## config.mk

```make
export PLATFORM = sky130hd
export DESIGN_NAME = page_run_allocator
export DESIGN_NICKNAME = d
export VERILOG_FILES = /design/src/rtl/pra_pkg.sv /design/src/rtl/pra_ram.sv /design/src/rtl/pra_dp.sv /design/src/rtl/pra_ctrl.sv /design/src/rtl/page_run_allocator.sv
export SDC_FILE = /design/constraint.sdc
export NUM_CORES = 1
export LEC_CHECK = 0
export ABC_AREA = 1
export BUFFER_PORTS_ARGS = -buffer_cell sky130_fd_sc_hd__buf_2
export CAP_MARGIN = 20
export CORE_MARGIN = 3
export CORE_UTILIZATION = 55
export DETAILED_ROUTE_END_ITERATION = 7
export PLACE_DENSITY = 0.72
export SETUP_SLACK_MARGIN = 0.5
export SYNTH_ARGS = -nofsm -noshare
export SYNTH_HDL_FRONTEND = slang
export SYNTH_SLANG_ARGS = --single-unit
export TNS_END_PERCENT = 1
```

## constraint.sdc

```tcl
create_clock -name clk -period 4.3 [get_ports clk]
set_input_delay 0.86 -clock clk [delete_from_list [all_inputs] [get_ports clk]]
set_output_delay 0.86 -clock clk [all_outputs]
set_load 0.02 [all_outputs]
```

## src/rtl/pra_pkg.sv

```systemverilog
// Shared constants, types and helper functions for the page run allocator.
// No dependencies; pra_dp, pra_ctrl and page_run_allocator import this package.
`timescale 1ns / 1ps
package pra_pkg;

  localparam int NUM_PAGES   = 64;
  localparam int PAGE_BYTES  = 4096;
  localparam int PAGE_SHIFT  = $clog2(PAGE_BYTES);
  localparam int SMALL_LIMIT = PAGE_BYTES / 2 - 16;

  localparam int SIZE_W   = 20;
  localparam int OFF_W    = 20;
  localparam int STATUS_W = 3;

  localparam int IDX_W   = $clog2(NUM_PAGES);
  localparam int PTR_W   = IDX_W + 1;
  localparam int COUNT_W = $clog2(NUM_PAGES + 1);
  localparam int TAG_W   = COUNT_W;
  // page count before rounding, and after rounding to a power of two
  localparam int CEIL_W  = SIZE_W + 1 - PAGE_SHIFT;
  localparam int NEED_W  = CEIL_W + 1;

  localparam longint MEM_BYTES = longint'(NUM_PAGES) * longint'(PAGE_BYTES);

  localparam logic [STATUS_W-1:0] ST_OK      = 3'd0;
  localparam logic [STATUS_W-1:0] ST_NOSPACE = 3'd1;
  localparam logic [STATUS_W-1:0] ST_SMALL   = 3'd2;
  localparam logic [STATUS_W-1:0] ST_RANGE   = 3'd3;
  localparam logic [STATUS_W-1:0] ST_UNALIGN = 3'd4;

  // largest power of two not above the argument (elaboration only)
  function automatic int floor_pow2(input int n);
    int p;
    p = 1;
    for (int i = 0; i < 31; i++) begin
      if ((p << 1) <= n) begin
        p = p << 1;
      end
    end
    return p;
  endfunction

  // a size rounds to a small-path power of two iff it is at most this
  localparam int SMALL_POW = floor_pow2(SMALL_LIMIT);

  // smallest power of two >= n, for n >= 1
  function automatic logic [NEED_W-1:0] ceil_pow2(input logic [CEIL_W-1:0] n);
    logic [CEIL_W-1:0] m;
    logic [NEED_W-1:0] res;
    m   = n - CEIL_W'(1);
    res = NEED_W'(1);
    for (int b = 0; b < CEIL_W; b++) begin
      if (m[b]) begin
        res = NEED_W'(1) << (b + 1);
      end
    end
    return res;
  endfunction

  typedef struct packed {
    logic                accept;
    logic                scan_step;
    logic                tag_begin;
    logic                tag_wr;
    logic                ptr_inc;
    logic                tag_load;
    logic                clr_cur;
    logic                clr_idx;
    logic                res_load;
    logic [STATUS_W-1:0] res_status;
    logic                res_alloc_ok;
  } cmd_t;

  typedef struct packed {
    logic is_free;
    logic small_size;
    logic too_big;
    logic out_range;
    logic unaligned;
    logic run_hit;
    logic scan_last;
    logic tag_last;
    logic chain_stop;
  } stat_t;

endpackage

```

## src/rtl/pra_ram.sv

```systemverilog
// Generic single write port, single read port RAM with registered read.
// No dependencies.
`timescale 1ns / 1ps
module pra_ram #(
  parameter int WIDTH = 8,
  parameter int DEPTH = 64
) (
  input  logic                     clk,
  input  logic                     we,
  input  logic [$clog2(DEPTH)-1:0] waddr,
  input  logic [WIDTH-1:0]         wdata,
  input  logic [$clog2(DEPTH)-1:0] raddr,
  output logic [WIDTH-1:0]         rdata
);

  logic [WIDTH-1:0] mem_r [DEPTH];
  logic [WIDTH-1:0] rdata_r;

  always_ff @(posedge clk) begin
    if (we) begin
      mem_r[waddr] <= wdata;
    end
    rdata_r <= mem_r[raddr];
  end

  assign rdata = rdata_r;

endmodule

```

## src/rtl/pra_dp.sv

```systemverilog
// Datapath: request decode, page-map valid bits, owner tag RAM, scan and
// chain-free pointers, result registers. Uses pra_pkg and pra_ram.
`timescale 1ns / 1ps
module pra_dp
  import pra_pkg::*;
(
  input  logic                clk,
  input  logic                rst_n,
  input  cmd_t                cmd,
  output stat_t               stat,
  input  logic                in_op,
  input  logic [SIZE_W-1:0]   in_size_bytes,
  input  logic [OFF_W-1:0]    in_byte_offset,
  output logic [STATUS_W-1:0] out_status,
  output logic [IDX_W-1:0]    out_start_page,
  output logic [COUNT_W-1:0]  out_page_count_taken
);

  // decode of the incoming request
  logic [SIZE_W:0]    size_sum;
  logic [CEIL_W-1:0]  ceil_pages;
  logic [NEED_W-1:0]  need_pages;
  logic               dec_small;
  logic               dec_too_big;
  logic               dec_range;
  logic               dec_unalign;
  logic [IDX_W-1:0]   dec_idx;

  logic               is_free_r, small_r, too_big_r, out_range_r, unaligned_r;
  logic               is_free_nxt, small_nxt, too_big_nxt, out_range_nxt, unaligned_nxt;
  logic [COUNT_W-1:0] need_r, need_nxt;
  logic [IDX_W-1:0]   idx_r, idx_nxt;
  logic [PTR_W-1:0]   ptr_r, ptr_nxt;
  logic [COUNT_W-1:0] run_r, run_nxt;
  logic [IDX_W-1:0]   start_r, start_nxt;
  logic [TAG_W-1:0]   tag_r, tag_nxt;
  logic [NUM_PAGES-1:0] valid_r, valid_nxt;
  logic [PTR_W-1:0]   rd_addr_d_r;
  logic               rvalid_r;
  logic [TAG_W-1:0]   rdata;
  logic [TAG_W-1:0]   eff_tag;
  logic               ptr_in_map;
  logic               cur_free;
  logic [COUNT_W-1:0] run_inc;

  logic [STATUS_W-1:0] status_r, status_nxt;
  logic [IDX_W-1:0]    start_out_r, start_out_nxt;
  logic [COUNT_W-1:0]  count_out_r, count_out_nxt;

  always_comb begin
    size_sum    = {1'b0, in_size_bytes} + (SIZE_W + 1)'(PAGE_BYTES - 1);
    ceil_pages  = CEIL_W'(size_sum >> PAGE_SHIFT);
    need_pages  = ceil_pow2(ceil_pages);
    dec_small   = 32'(in_size_bytes) <= 32'(SMALL_POW);
    dec_too_big = 32'(need_pages) > 32'(NUM_PAGES);
    dec_range   = longint'(in_byte_offset) >= MEM_BYTES;
    dec_unalign = in_byte_offset[PAGE_SHIFT-1:0] != '0;
    dec_idx     = IDX_W'(in_byte_offset >> PAGE_SHIFT);
  end

  assign ptr_in_map = ptr_r < PTR_W'(NUM_PAGES);
  assign cur_free   = !(ptr_in_map && valid_r[ptr_r[IDX_W-1:0]]);
  assign run_inc    = run_r + COUNT_W'(1);
  assign eff_tag    = rvalid_r ? rdata : '0;

  always_comb begin
    is_free_nxt   = is_free_r;
    small_nxt     = small_r;
    too_big_nxt   = too_big_r;
    out_range_nxt = out_range_r;
    unaligned_nxt = unaligned_r;
    need_nxt      = need_r;
    idx_nxt       = idx_r;
    ptr_nxt       = ptr_r;
    run_nxt       = run_r;
    start_nxt     = start_r;
    tag_nxt       = tag_r;
    valid_nxt     = valid_r;

    if (cmd.accept) begin
      is_free_nxt   = in_op;
      small_nxt     = dec_small;
      too_big_nxt   = dec_too_big;
      out_range_nxt = dec_range;
      unaligned_nxt = dec_unalign;
      need_nxt      = COUNT_W'(need_pages);
      idx_nxt       = dec_idx;
      ptr_nxt       = in_op ? PTR_W'(dec_idx) : '0;
      run_nxt       = '0;
      start_nxt     = '0;
    end
    if (cmd.scan_step) begin
      ptr_nxt = ptr_r + PTR_W'(1);
      if (cur_free) begin
        run_nxt = run_inc;
      end else begin
        run_nxt   = '0;
        start_nxt = IDX_W'(ptr_r + PTR_W'(1));
      end
    end
    if (cmd.tag_begin) begin
      ptr_nxt = PTR_W'(start_r);
      run_nxt = need_r;
    end
    if (cmd.tag_wr) begin
      valid_nxt[ptr_r[IDX_W-1:0]] = 1'b1;
      ptr_nxt = ptr_r + PTR_W'(1);
      run_nxt = run_r - COUNT_W'(1);
    end
    if (cmd.ptr_inc) begin
      ptr_nxt = ptr_r + PTR_W'(1);
    end
    if (cmd.tag_load) begin
      tag_nxt = eff_tag;
    end
    if (cmd.clr_cur) begin
      valid_nxt[rd_addr_d_r[IDX_W-1:0]] = 1'b0;
    end
    if (cmd.clr_idx) begin
      valid_nxt[idx_r] = 1'b0;
    end
  end

  always_comb begin
    status_nxt    = status_r;
    start_out_nxt = start_out_r;
    count_out_nxt = count_out_r;
    if (cmd.res_load) begin
      status_nxt    = cmd.res_status;
      start_out_nxt = cmd.res_alloc_ok ? start_r : '0;
      count_out_nxt = cmd.res_alloc_ok ? need_r : '0;
    end
  end

  always_ff @(posedge clk) begin
    if (!rst_n) begin
      valid_r <= '0;
    end else begin
      valid_r <= valid_nxt;
    end
  end

  always_ff @(posedge clk) begin
    is_free_r   <= is_free_nxt;
    small_r     <= small_nxt;
    too_big_r   <= too_big_nxt;
    out_range_r <= out_range_nxt;
    unaligned_r <= unaligned_nxt;
    need_r      <= need_nxt;
    idx_r       <= idx_nxt;
    ptr_r       <= ptr_nxt;
    run_r       <= run_nxt;
    start_r     <= start_nxt;
    tag_r       <= tag_nxt;
    status_r    <= status_nxt;
    start_out_r <= start_out_nxt;
    count_out_r <= count_out_nxt;
    // address and valid bit travel alongside the RAM read data
    rd_addr_d_r <= ptr_r;
    rvalid_r    <= !cur_free;
  end

  pra_ram #(
    .WIDTH (TAG_W),
    .DEPTH (NUM_PAGES)
  ) u_owner_ram (
    .clk   (clk),
    .we    (cmd.tag_wr),
    .waddr (ptr_r[IDX_W-1:0]),
    .wdata (TAG_W'({1'b0, start_r} + (IDX_W + 1)'(1))),
    .raddr (ptr_r[IDX_W-1:0]),
    .rdata (rdata)
  );

  always_comb begin
    stat.is_free    = is_free_r;
    stat.small_size = small_r;
    stat.too_big    = too_big_r;
    stat.out_range  = out_range_r;
    stat.unaligned  = unaligned_r;
    stat.run_hit    = cur_free && (run_inc == need_r);
    stat.scan_last  = ptr_r == PTR_W'(NUM_PAGES - 1);
    stat.tag_last   = run_r == COUNT_W'(1);
    stat.chain_stop = (rd_addr_d_r == PTR_W'(NUM_PAGES)) || (eff_tag != tag_r);
  end

  assign out_status           = status_r;
  assign out_start_page       = start_out_r;
  assign out_page_count_taken = count_out_r;

endmodule

```

## src/rtl/pra_ctrl.sv

```systemverilog
// Controller: sequences decode, first-fit scan, run tagging and chain free,
// and owns both handshakes. Uses pra_pkg.
`timescale 1ns / 1ps
module pra_ctrl
  import pra_pkg::*;
(
  input  logic  clk,
  input  logic  rst_n,
  input  logic  in_valid,
  output logic  in_stall,
  output logic  out_valid,
  input  logic  out_stall,
  input  stat_t stat,
  output cmd_t  cmd
);

  localparam logic [2:0] S_IDLE   = 3'd0;
  localparam logic [2:0] S_DECIDE = 3'd1;
  localparam logic [2:0] S_SCAN   = 3'd2;
  localparam logic [2:0] S_TAG    = 3'd3;
  localparam logic [2:0] S_FREAD  = 3'd4;
  localparam logic [2:0] S_FTAG   = 3'd5;
  localparam logic [2:0] S_FLOOP  = 3'd6;
  localparam logic [2:0] S_DONE   = 3'd7;

  logic [2:0]          state_r, state_nxt;
  logic [STATUS_W-1:0] code_r, code_nxt;
  logic                ok_r, ok_nxt;
  logic                out_valid_r, out_valid_nxt;
  logic                slot_free;

  assign in_stall  = state_r != S_IDLE;
  assign slot_free = !out_valid_r || !out_stall;

  always_comb begin
    state_nxt = state_r;
    code_nxt  = code_r;
    ok_nxt    = ok_r;
    cmd       = '0;

    unique case (state_r)
      S_IDLE: begin
        if (in_valid) begin
          cmd.accept = 1'b1;
          state_nxt  = S_DECIDE;
        end
      end
      S_DECIDE: begin
        ok_nxt = 1'b0;
        if (!stat.is_free) begin
          if (stat.small_size) begin
            code_nxt  = ST_SMALL;
            state_nxt = S_DONE;
          end else if (stat.too_big) begin
            code_nxt  = ST_NOSPACE;
            state_nxt = S_DONE;
          end else begin
            state_nxt = S_SCAN;
          end
        end else begin
          if (stat.out_range) begin
            code_nxt  = ST_RANGE;
            state_nxt = S_DONE;
          end else if (stat.unaligned) begin
            code_nxt  = ST_UNALIGN;
            state_nxt = S_DONE;
          end else begin
            state_nxt = S_FREAD;
          end
        end
      end
      S_SCAN: begin
        if (stat.run_hit) begin
          cmd.tag_begin = 1'b1;
          state_nxt     = S_TAG;
        end else if (stat.scan_last) begin
          code_nxt  = ST_NOSPACE;
          state_nxt = S_DONE;
        end else begin
          cmd.scan_step = 1'b1;
        end
      end
      S_TAG: begin
        cmd.tag_wr = 1'b1;
        if (stat.tag_last) begin
          code_nxt  = ST_OK;
          ok_nxt    = 1'b1;
          state_nxt = S_DONE;
        end
      end
      S_FREAD: begin
        cmd.ptr_inc = 1'b1;
        state_nxt   = S_FTAG;
      end
      S_FTAG: begin
        cmd.tag_load = 1'b1;
        cmd.ptr_inc  = 1'b1;
        state_nxt    = S_FLOOP;
      end
      S_FLOOP: begin
        if (stat.chain_stop) begin
          cmd.clr_idx = 1'b1;
          code_nxt    = ST_OK;
          state_nxt   = S_DONE;
        end else begin
          cmd.clr_cur = 1'b1;
          cmd.ptr_inc = 1'b1;
        end
      end
      S_DONE: begin
        if (slot_free) begin
          cmd.res_load     = 1'b1;
          cmd.res_status   = code_r;
          cmd.res_alloc_ok = ok_r;
          state_nxt        = S_IDLE;
        end
      end
      default: state_nxt = S_IDLE;
    endcase
  end

  always_comb begin
    if (cmd.res_load) begin
      out_valid_nxt = 1'b1;
    end else if (!out_stall) begin
      out_valid_nxt = 1'b0;
    end else begin
      out_valid_nxt = out_valid_r;
    end
  end

  always_ff @(posedge clk) begin
    if (!rst_n) begin
      state_r     <= S_IDLE;
      out_valid_r <= 1'b0;
      code_r      <= ST_OK;
      ok_r        <= 1'b0;
    end else begin
      state_r     <= state_nxt;
      out_valid_r <= out_valid_nxt;
      code_r      <= code_nxt;
      ok_r        <= ok_nxt;
    end
  end

  assign out_valid = out_valid_r;

endmodule

```

## src/rtl/page_run_allocator.sv

```systemverilog
// First-fit contiguous page allocator over a 64-entry page map.
// Requests are handled one at a time; the map walk covers one entry per cycle.
// Reset (rst_n low, synchronous): all pages free, no result pending, idle.
// Uses pra_pkg, pra_ctrl, pra_dp (which holds the pra_ram owner table).
`timescale 1ns / 1ps
module page_run_allocator
  import pra_pkg::*;
(
  input  logic                clk,
  input  logic                rst_n,
  // request channel
  input  logic                in_valid,
  output logic                in_stall,
  input  logic                in_op,
  input  logic [SIZE_W-1:0]   in_size_bytes,
  input  logic [OFF_W-1:0]    in_byte_offset,
  // result channel
  output logic                out_valid,
  input  logic                out_stall,
  output logic [STATUS_W-1:0] out_status,
  output logic [IDX_W-1:0]    out_start_page,
  output logic [COUNT_W-1:0]  out_page_count_taken
);

  // Flow of one request:
  //   - accepted in idle; the datapath decodes it (rounded page count,
  //     small-size, range and alignment checks) into flags.
  //   - allocate: walk the valid bits one page per cycle tracking the
  //     current free run; on a long enough run, write the owner tag
  //     (start page + 1) into each page of the run, one page per cycle.
  //   - free: read the owner tag of the addressed page, then stream the
  //     following pages out of the tag RAM, clearing each page whose tag
  //     matches, and stop at the first mismatch or the end of the map.
  //     The addressed page itself is cleared last.
  // A free page has its valid bit low and reads as tag zero, so the tag RAM
  // needs no clearing. The result sits in an output register, so a new
  // request is taken while the previous result still waits.

  cmd_t  cmd;
  stat_t stat;

  pra_ctrl u_ctrl (
    .clk       (clk),
    .rst_n     (rst_n),
    .in_valid  (in_valid),
    .in_stall  (in_stall),
    .out_valid (out_valid),
    .out_stall (out_stall),
    .stat      (stat),
    .cmd       (cmd)
  );

  pra_dp u_dp (
    .clk                  (clk),
    .rst_n                (rst_n),
    .cmd                  (cmd),
    .stat                 (stat),
    .in_op                (in_op),
    .in_size_bytes        (in_size_bytes),
    .in_byte_offset       (in_byte_offset),
    .out_status           (out_status),
    .out_start_page       (out_start_page),
    .out_page_count_taken (out_page_count_taken)
  );

endmodule

```

Word level (Yosys, flattened, before mapping)
Memories as Yosys holds them, arrays and structs flattened. A register that Yosys moved wholly into a read port is not among the register bits.
Cells that the tools add are included.

word-level totals
  register bits after elaboration = 141
  RAM bits = 448
  word-level logic and storage cells = 164
  memories = 1

operators by class
  add/sub/neg operators = 6
  $lt $le $gt $ge = 10
  equality and inequality tests = 22
  mux-type cells = 77
  bitwise gates (word level) = 5
  reductions and logical operators = 22

memory list
  memory                  words  bits a word  rd ports  clocked after memory_dff  wr ports  line           text
  u_dp.u_owner_ram.mem_r  64     7            1         1                         1         pra_ram.sv:16  logic [WIDTH-1:0] mem_r [DEPTH];

operator list
  cell                      number
  $mux W64                  3
  $and A64 B64 Y64          2
  $not A64 Y64              2
  $mux W10                  8
  $mux W7                   11
  $or A64 B64 Y64           1
  $mux W3                   19
  $mux W6                   4
  $pmux W3 S8               1
  $add A20 B12 Y21 const B  1
  $lt A6 B7 Y1 const B      3
  $ge A20 B19 Y1 const B    1
  $le A20 B11 Y1 const B    1
  $demux W1 S6              3
  $ge A6 B1 Y1 const B      3
  $mux W1                   18
  $add A7 B1 Y7 const B     2
  $eq A3 B3 Y1 const B      4
  $pmux W3 S4               1
  $reduce_bool A12 Y1       1
  $gt A10 B7 Y1 const B     1
  $mux W5                   2
  $ne A2 B2 Y1 const B      5
  $sub A9 B1 Y9 const B     1
  other kinds (29)          44

Logic depth before layout (Yosys ltp)
  depth in word-level cells = 12
  depth in mapped cells = 22
  depth with buffers taken out = 18

By module
From an unflattened synthesis, not the netlist that was laid out.

second synthesis, totals
  cells, all modules = 2729
  area total of the unflattened synthesis = 26693.1 µm²

modules (own cells, without submodules)
  module    instances  cells each  area each (µm²)
  pra_ram   1          1590        18545.3
  pra_dp    1          1016        7432.1
  pra_ctrl  1          123         715.7

Worst setup path after synthesis
OpenSTA, ideal clock, no wires.

  kind = register -> register
  from = reg u_dp.start_r[0]
  to = mem u_dp.u_owner_ram.mem_r[0][6] (netlist name), data pin
  data arrival time = 3.075 ns
  data required time = 3.619 ns
  slack = 0.544 ns
  cell stages (with the launch flop) = 4
  buffers on the path = 0
  period minus slack after synthesis = 3.756 ns
  cell sequence = dfxtp_1 -> ha_1 -> nand3_1 -> nor3_1

between the ends
  word-level cells in the longest chain between the ends = 1

RTL lines
  what                           line           text
  start: declaration             pra_dp.sv:35   logic [IDX_W-1:0] start_r, start_nxt;
  start signal: assignment       pra_dp.sv:153  start_r <= start_nxt;
  $add A6 B1 Y7                  pra_dp.sv:170  .wdata (TAG_W'({1'b0, start_r} + (IDX_W + 1)'(1))),
  via u_dp.u_owner_ram.wdata[6]  pra_ram.sv:11  input logic [WIDTH-1:0] wdata,
  end: declaration               pra_ram.sv:16

The timed path passes the listed nets, and every way through them passes these cells.

Worst setup path in the final report
  from = reg u_dp.ptr_r[2]
  to = reg u_dp.valid_r[3]

between the ends
  word-level cells in the longest chain between the ends = 10
  elaborated cells on any way between the ends = 11
  those cells by class = order compare (2); mux (5); bitwise (3); reduce/logical (1)

RTL lines
  what                                                                line           text
  start: declaration                                                  pra_dp.sv:33   logic [PTR_W-1:0] ptr_r, ptr_nxt;
  start signal: assignment                                            pra_dp.sv:151  ptr_r <= ptr_nxt;
  $lt A6 B7 Y1 (implied by the code) or $ge A6 B1 Y1 (tied branches)  pra_dp.sv:106  valid_nxt[ptr_r[IDX_W-1:0]] = 1'b1;
  $logic_and A1 B1 Y1 (implied by the code)                           pra_dp.sv:106
  $mux W1 (implied by the code)                                       pra_dp.sv:106
  $demux W1 S6 *                                                      n/a
  $or A64 B64 Y64 (no source line) *                                  n/a
  $mux W64 *                                                          pra_dp.sv:105  if (cmd.tag_wr) begin
  $and A64 B64 Y64 (no source line)                                   n/a
  $mux W64 *                                                          pra_dp.sv:116  if (cmd.clr_cur) begin
  $and A64 B64 Y64 (no source line)                                   n/a
  $mux W64 *                                                          pra_dp.sv:119  if (cmd.clr_idx) begin
  end signal: assignment                                              pra_dp.sv:139  valid_r <= valid_nxt;
  end: declaration                                                    pra_dp.sv:37   logic [NUM_PAGES-1:0] valid_r, valid_nxt;

Every way passes the cells marked *; elsewhere a longest branch is shown, timed or not.
A chain may end at the register's enable or synchronous reset.

==> results.md <==
* CTS clk-pin slew, worst paths at 60 ps
* CTS tree: built
* CP required at 4830 ps
* Hold-fix buffers, CTS at 0
* CP max stage cell: nor2_1
* Critical path cell sequence: inv_1, nand3_1, inv_2, nand2_1, nor2_1, o221ai_1, a31oi_1
* Hold Fails Final Rpt at 0
* First-pass DRT Iterations at 6
* Final RePlAce weighted congestion at 0.981
* Detailed placement HPWL at 45,600 um
* Dpl cells at 2,830
* Largest register FFs at 448
* DIE HEIGHT at 218 um
* Via density at 6.18
* Post-synthesis sequential area ratio at 68.8%
* Mapped Area at 24,600 sq um
* Largest net degree at the start of global routing at 70
* Max Slew Vio Count at 0
* Slew margin rel. at 19.0%
* Asr flop ratio synth at 0%
* Crit end category: flip-flop
* Max IR drop VDD at 441 uV
* Final setup skew at 22.8 ps
* Max_cap viols at 0
* Critical path's largest stage delay at 720 ps
* Post-synthesis register bit count at 596
* Startpoint Class: flip-flop
* Initial antenna violation count at 1
* Initial drt markers at 2,761
* Gr usage total at 29.5%
* Final Core Density at 64.4%
* Core ar. at 43,600 sq um
* Critical Path AT at 3890 ps
* Layout area overhead at 14.0%
* Number of global-route vias before repair at 17,500
* CTS Root Cell: clkbuf_16
* Pint at 0.0106 W
* Fillers at 3,251
* Inserted Clock Buffers at 57
* Htree depth at 2
* Post-route DRC at 0
* Post-CTS Setup Repair Bufs at 0
* Clock power share at 31.1%
* Crit path kind: reg2reg
* Switching share of power at 34.1%
* DRT Wirelength at 70,200 um
* Switch Pwr at 0.00547 W
* Synth Instances at 2,169
* Cts repair resizes at 0
* CTS Sinks at 596
* Ys flop type: edfxtp_1
* Power Dens Cells at 570 nW/um^2
* Period Utilization, post-route at 78.1%
* Starting density of the core at 56.5%
* ANT nets after route at 0
* Top Registers: u_dp.u_owner_ram.mem_r (448), u_dp.valid_r (64)
* P_leak at 10.4 nW
* Sequential Power Share at 42.2%
* Number of synthesized flops with an enable pin at 503
* Row cnt at 76
* Full die area at 47,400 sq um
* Hold WC Path Type: reg2reg
* Setup violators final at 0
* Post-Syn Nets at 2,222
* Syn_area_per_cell at 11.4 sq um
* First-pass GRT wire length at 105,000 um
* Final net count at 2,358
* Unrepaired setup endpoints after global routing: no
* Worst slew pin tran at 1220 ps
* Fraction of layout cells with a size suffix above 1 at 12.4%
* Top reg by flops: u_dp.u_owner_ram.mem_r
* Post-Route Setup TNS at 0 ps
* Global route overflow at 0
* Routed via count at 18,200
* DR WL/cell at 23.9 um
* Skew-Pair Late Insertion Delay at 610 ps
* Io pins at 63
* Combinational power share at 26.7%
* IO Port Bufs at 62
* Status: finished clean
* Final Critical Period at 3360 ps
* Pwr Total at 0.0160 W
* Crit-path max FO at 20
* Yosys warns at 0
* Non-filler cells, final at 2,941
* Fmax at 298 MHz
* Yosys cell types at 45
* Clock buffer depth at 3
* DIE WIDTH at 218 um
-- cell usage in the layout (no fill, tap or decap), types with 7 or more instances in the layout --
cell type / n
nand2_1: 603
edfxtp_1: 503
nor2_1: 184
inv_1: 154
a221oi_1: 100
dfxtp_1: 93
buf_4: 84
o21ai_0: 82
nand4_1: 70
a22oi_1: 63
buf_2: 62
clkbuf_16: 59
nand3_1: 44
nor3_1: 32
a21oi_1: 20
nor3_2: 17
clkinv_2: 17
a22o_1: 13
inv_2: 11
xor2_1: 11
clkinv_1: 9
clkbuf_1: 9
o211ai_1: 8
o221ai_1: 8
o31ai_1: 7
and3_1: 7
ha_1: 7
buf_12: 7
-- layout make-up --
cell class,count,area (sq um),area share [%]
inverters,168,631,2.24
clock buffers,74,1590,5.67
well taps,585,732,2.60
multi-input cells,1329,6820,24.2
repair buffers,153,1080,3.85
diodes,2,5.00,0.0178
clock inverters,34,285,1.01
flip-flops and latches,596,17000,60.4
-- per-layer routing --
layer  GRT usage, %  share of wire [%]  up-vias
li1               -                  -     8059
met1           41.2                 39     8729
met2           45.8                 45     1213
met3           7.20                 12      183
met4           10.1                3.7        0
met5              0                  0        -
-- worst max-delay path: cells and delay by family (launching register included) --
family | cells | cell delay, ps
compound gates | 2 | 430
buf+inv | 2 | 910
simple gates | 3 | 1560
flops | 1 | 380
-- worst paths after layout --
| path | depth (start not counted) | slack (ps) | endpoint | start |
|---|---|---|---|---|
| max reg2reg | 7 | 940 | u_dp.valid_r[3]$_SDFF_PN0_ | u_dp.ptr_r[2]$_DFFE_PP_ |
| min | 2 | 460 | u_ctrl.code_r[0]$_SDFFE_PN0P_ | u_ctrl.code_r[0]$_SDFFE_PN0P_ |
| min reg2reg | 2 | 460 | u_ctrl.code_r[0]$_SDFFE_PN0P_ | u_ctrl.code_r[0]$_SDFFE_PN0P_ |
| max | 7 | 940 | u_dp.valid_r[3]$_SDFF_PN0_ | u_dp.ptr_r[2]$_DFFE_PP_ |
-- synthesized netlist by cell type (13+ instances only) --
| cell | n | area [sq um] |
|---|---|---|
| nand2_1 | 603 | 2260 |
| edfxtp_1 | 503 | 15100 |
| nor2_1 | 185 | 694 |
| inv_1 | 158 | 593 |
| a221oi_1 | 100 | 876 |
| dfxtp_1 | 93 | 1860 |
| o21ai_0 | 82 | 410 |
| nand4_1 | 70 | 438 |
| a22oi_1 | 63 | 473 |
| nand3_1 | 44 | 220 |
| nor3_1 | 43 | 215 |
| buf_2 | 39 | 195 |
| clkbuf_1 | 23 | 86.3 |
| a21oi_1 | 20 | 100 |
| xor2_1 | 15 | 131 |
| a22o_1 | 13 | 114 |
-- through the flow --
stage | hold slack, ps | setup slack (ps) | area, sq um
2_1_floorplan | 343 | 544 | 24600
3_3_place_gp | 443 | 1230 | 26200
3_5_place_dp | 435 | 1040 | 26200
4_1_cts | 437 | 1010 | 28100
5_1_grt | 443 | 724 | 28100
6_report | 461 | 940 | 28100
-- cell families after synthesis --
family / Yosys count / share of synthesized area (%)
XOR/XNOR: 19 / 0.675
adder cells (fa/ha/maj): 8 / 0.406
buffers and inverters: 244 / 4.08
AND/OR/NAND/NOR: 977 / 16.6
flip-flops: 596 / 68.8
AO/OA/AOI/OAI: 325 / 9.40
-- power by group through the flow --
stage | sequential, W | combinational [W] | clock, W
final | 0.00677 | 0.00427 | 0.00499
after global routing | 0.00679 | 0.00457 | 0.00526
after CTS | 0.00676 | 0.00418 | 0.00503
after detailed placement | 0.00688 | 0.00415 | 0
after global placement | 0.00688 | 0.00410 | 0
after floorplan | 0.00675 | 0.00264 | 0
No activity file was read; power rests on OpenSTA's default activity.
